<file path="src/hw/rtl/sclip_pkg.sv">
package sclip_pkg;

   localparam int ScrW      = 32;              // screen coordinate width
   localparam int PosW      = 24;              // normalized box position width
   localparam int BoxOne    = 65536;           // 1.0 in box position units
   localparam int BoxFrac   = 16;              // fraction bits of a box position
   localparam int NumFaces  = 6;
   localparam int NumW      = PosW;            // crossing fraction numerator / denominator
   localparam int ProdW     = ScrW + NumW;     // |delta| * numerator
   localparam int QuoW      = ScrW + 1;        // rounded quotient bits
   localparam int DivStages = QuoW + 1;        // divider depth, also the side-data delay line depth
   localparam int CntW      = 3;

   localparam int ReqDataW  = 336;
   localparam int RspDataW  = 200;
   localparam int RspUserW  = 2;

   typedef logic [ScrW-1:0] scr_type;
   typedef logic [PosW-1:0] pos_type;

   typedef struct packed {
      scr_type [2:0] sa;
      scr_type [2:0] sb;
      logic    [2:0] neg;
      logic          ia;
      logic          ib;
      logic [CntW-1:0] cnt;
      logic          s_has;
      logic          e_has;
   } side_type;

endpackage

</file>
<file path="src/hw/rtl/sclip_div.sv">
module sclip_div
   import sclip_pkg::*;
(
   input  logic             clock,
   input  logic             en,
   input  logic [ProdW-1:0] prod,
   input  logic [NumW-1:0]  den,
   output logic [QuoW-1:0]  quo
);

   // quo = floor((2*prod + den) / (2*den)), one quotient bit per stage
   localparam int DivW = NumW + 1;
   localparam int NW   = ProdW + 2;

   logic [DivW-1:0] rem_ff [0:QuoW];
   logic [QuoW-1:0] low_ff [0:QuoW];
   logic [QuoW-1:0] q_ff   [0:QuoW];
   logic [DivW-1:0] dv_ff  [0:QuoW];
   logic [NW-1:0]   n_in;

   assign n_in = {1'b0, prod, 1'b0} + {{(NW-NumW){1'b0}}, den};

   always_ff @(posedge clock) begin
      if (en) begin
         rem_ff[0] <= n_in[NW-1:QuoW];
         low_ff[0] <= n_in[QuoW-1:0];
         q_ff[0]   <= '0;
         dv_ff[0]  <= {den, 1'b0};
      end
   end

   for (genvar i = 0; i < QuoW; i++) begin : g_step
      logic [DivW:0] trial;
      logic [DivW:0] diff;
      logic          ge;

      assign trial = {rem_ff[i], low_ff[i][QuoW-1]};
      assign diff  = trial - {1'b0, dv_ff[i]};
      assign ge    = (trial >= {1'b0, dv_ff[i]});

      always_ff @(posedge clock) begin
         if (en) begin
            rem_ff[i+1] <= ge ? diff[DivW-1:0] : trial[DivW-1:0];
            low_ff[i+1] <= {low_ff[i][QuoW-2:0], 1'b0};
            q_ff[i+1]   <= {q_ff[i][QuoW-2:0], ge};
            dv_ff[i+1]  <= dv_ff[i];
         end
      end
   end

   assign quo = q_ff[QuoW];

endmodule

</file>
<file path="config.mk">
export PLATFORM = sky130hd
export DESIGN_NAME = sclip_div
export DESIGN_NICKNAME = d
export VERILOG_FILES = /design/src/hw/rtl/sclip_pkg.sv /design/src/hw/rtl/sclip_div.sv
export SDC_FILE = /design/constraint.sdc
export NUM_CORES = 2
export LEC_CHECK = 0
export BUFFER_PORTS_ARGS = -buffer_cell sky130_fd_sc_hd__buf_2
export CAP_MARGIN = 30
export CORE_UTILIZATION = 48
export DETAILED_ROUTE_END_ITERATION = 7
export PLACE_DENSITY = 0.66
export SLEW_MARGIN = 20
export SYNTH_ARGS = -nofsm -noshare
export SYNTH_HDL_FRONTEND = slang
export SYNTH_SLANG_ARGS = --single-unit
</file>
<file path="constraint.sdc">
create_clock -name clock -period 3.34 [get_ports clock]
set_input_delay 0.501 -clock clock [delete_from_list [all_inputs] [get_ports clock]]
set_output_delay 0.501 -clock clock [all_outputs]
set_load 0.01 [all_outputs]
</file>
==> key figures <==
Layout
  – Count of non-filler cells in the finished layout: 15100
  – Most frequent cells in the layout: edfxtp_1, inv_1, ha_1, a21oi_1, nand2_1
  – Commonest non-fill, non-tap cell in the layout: edfxtp_1
  – Share of cells above drive strength 1: 0.157
  – Area Growth Syn to Fin: 15.6%
  – # nets final: approximately 12000
  – # fillers: about 23000

Global route
  – Largest net degree at the start of global routing: between 150 and 200
  – Vias in the first global route: 82100
  – GRT overflow: 0
  – First-pass GRT wire length: 465000 µm
  – Initial antenna violation count: 3
  – Total GRT Usage: 0.211

Synth
  – Post-synth EDFFs: ~2700
  – Mux contribution to synthesized area: 0.0413
  – Xor-xnor portion of the synthesized cell area: 0.0425
  – Post-Syn Instances: a little over 10000
  – Mapped cell area: roughly 130000 µm²
  – Synth Net Count: about 11000
  – Synthesized area per cell: approximately 13 µm²
  – Complex-gate fraction of the synthesized area: 0.114
  – Post-synthesis simple-gate area fraction: 0.0761
  – Largest family of logic cells by synthesized area: compound AO/OA/AOI/OAI gates
  – Synth Register Bits: between 2000 and 3000
  – Sequential share of the synthesized area: 0.610
  – Async set-reset flop share out of synthesis: 0
  – Synth Flop Type: edfxtp_1
  – Cell variety after synth: slightly below 100
  – Yosys warnings: 0
  – Synth Area in Adders: 0.0814

Critical path
  – Worst reg-to-reg setup slack: -0.03 ns
  – CP required: 3.99 ns
  – Critical path arrival: between 4 and 5 ns
  – Reg2Reg Depth: 11
  – Startpoint types: flop
  – Crit-path max cell delay: roughly 0.48 ns
  – Critical path's most frequent cell: nand4_1
  – Slowest cell on crit path: or3_1
  – Critical path class: flop to flop
  – Critical Path, Cell by Cell: ha_1 -> nand4_1 -> nor2_2 -> buf_4 -> nand4_1 -> or3_1 -> a21oi_2 -> o32ai_4 -> buf_12 -> buf_16 -> mux2_4
  – CP Max Fanout: 8
  – Worst setup EP type: flop

Timing
  – Least-Margin Pin Slew: a little over 1 ns
  – Setup-failing EPs final: 18
  – Clk_skew: 0.0489 ns
  – Fmax: slightly below 300 MHz
  – Final Cycle Share: 1.01
  – Relative slew slack: 0.325
  – Final WS setup: -0.0305 ns
  – Fin. Hold Viols: 0
  – Final Slew Violations: 0
  – RSZ-0062 raised after global routing: yes
  – Tmin final: 3.37 ns

Die
  – DIE WIDTH: about 530 µm
  – Die ar.: 280000 µm²
  – Core ar.: 276000 µm²
  – Die Y: 529 µm
  – Initial Util: 0.482
  – # rows: 193
  – IO Pins: 115

CTS
  – CTS tree: built
  – Clk Latency, worst-skew pair: just over 0.9 ns
  – Sink Count: between 2000 and 3000
  – CTS Buf Count: between 200 and 300
  – Root buf cell: clkbuf_16
  – Htree depth: 5
  – CTS Buffer Depth: 4
  – Worst-path clk slew: approximately 0.060 ns

Detailed routing
  – DRC violation total after the first TritonRoute iteration: between 6000 and 7000
  – Drt first pass iters: 8
  – Vias per cell: about 5.5
  – Residual DRC: 0
  – Vias: between 80000 and 90000
  – Total Wirelength: between 300000 and 400000 µm
  – Number of routed nets with antenna violations: 0
  – WL/cell: between 15 and 20 µm

Status
  – Status: finished, violations left
  – Failing checks: negative setup slack

Run
  – Max-cap viol count: 0

Pwr
  – Maximum VDD drop: around 0.45 mV
  – Pwr Density: 957 nW/µm²
  – Leakage power total: 0.0614 µW

Placement
  – Place WS: -0.392 ns
  – Routability cong.: 0.922
  – HPWL reported at the end of detailed placement: ~220000 µm
  – Placed insts: roughly 14000
  – I/O Buffers: around 110

Hold path
  – HP Class: primary input to flop
  – Hold Crit Depth: 2
[Yosys cell counts, types with 129 or more instances]
| cell | number | area (µm²) |
|---|---|---|
| xor2_1 | 228 | 2000 |
| a21o_1 | 357 | 2680 |
| nor2_1 | 480 | 1800 |
| nand3_1 | 170 | 851 |
| xnor2_1 | 418 | 3660 |
| mux2_2 | 434 | 4890 |
| ha_1 | 814 | 10200 |
| nand2_1 | 518 | 1940 |
| nor3_1 | 162 | 811 |
| inv_1 | 1033 | 3880 |
| nand4_1 | 129 | 807 |
| edfxtp_1 | 2706 | 81300 |
| a21oi_1 | 699 | 3500 |
| o21ai_0 | 501 | 2510 |
[through the flow]
step	hold WS, ns	util	setup TNS (ns)	total power (µW)	area (µm²)
after CTS	0.0116	0.552	-1.45	146000	152000
after floorplan	0.400	-	0	94100	133000
after global placement	0.400	0.514	-15.14	112000	142000
after detailed placement	0.405	0.514	-17.67	113000	142000
final	0.0597	0.558	-0.320	147000	154000
after global routing	0.0298	0.558	-5.90	157000	154000
[final timing paths]
kind                                       end           start
worst max register to register  rem_ff[27][20]  rem_ff[26][17]
worst min-delay path             low_ff[0][24]        prod[23]
worst max-delay path            rem_ff[27][20]  rem_ff[26][17]
worst min register to register     q_ff[15][4]     q_ff[14][3]
[final cells by class]
cell class	instances	area, µm²	area share
Clock buffer	357	7740	0.0503
Tap cell	3705	4640	0.0301
Clock inverter	171	1670	0.0108
Inverter	1037	3890	0.0253
Multi-Input combinational cell	6387	48500	0.315
Sequential cell	2706	81300	0.528
Antenna cell	13	32.5	0.000211
Timing Repair Buffer	734	6340	0.0412
[power by group]
part | switching [µW] | internal (µW) | total (µW)
combinational | 33200 | 29800 | 63000
sequential | 4560 | 47900 | 52500
clock | 13300 | 18700 | 32000
total | 51000 | 96400 | 147000
[layer usage]
| layer | global-route usage | part of all wire |
|---|---|---|
| met5 | 0 | 0 |
| met3 | 0.0243 | 0.043 |
| met4 | 0.0671 | 0.030 |
| met1 | 0.282 | 0.44 |
| met2 | 0.358 | 0.49 |
[state kept, by name (all words and copies together), names as in the netlist]
| signal | count |
|---|---|
| rem_ff | 825 |
| dv_ff | 760 |
| q_ff | 561 |
| low_ff | 560 |
[cell families after synthesis]
group | count (synthesis)
DFF | 2706
adders and majority gates | 847
muxes | 492
and+or+nand+nor | 2036
AOI/OAI and AO/OA | 2366
buffers and inverters | 1209
xor gates and xnor gates | 646
[what timing repair did]
action | 4_1_cts | 5_1_grt
setup endpoints to repair | 140 | 526
gates cloned | 2 | 11
buffers inserted | 11 | 50
gates resized for setup | 54 | 232
endpoints found under the hold margin | 65 | 0
hold buffers | 59 | 0
pin swaps | 8 | 66
[critical path, delay by kind of cell (launching register included)]
| family | cells | cell delay (ns) |
|---|---|---|
| multiplexers | 1 | 0.29 |
| buffers and inverters | 3 | 0.48 |
| AND/OR/NAND/NOR | 4 | 1.10 |
| flip-flops | 1 | 0.43 |
| AO/OA/AOI/OAI | 2 | 0.37 |
| adder cells (fa/ha/maj) | 1 | 0.44 |
(Power assumes the default switching activity.)
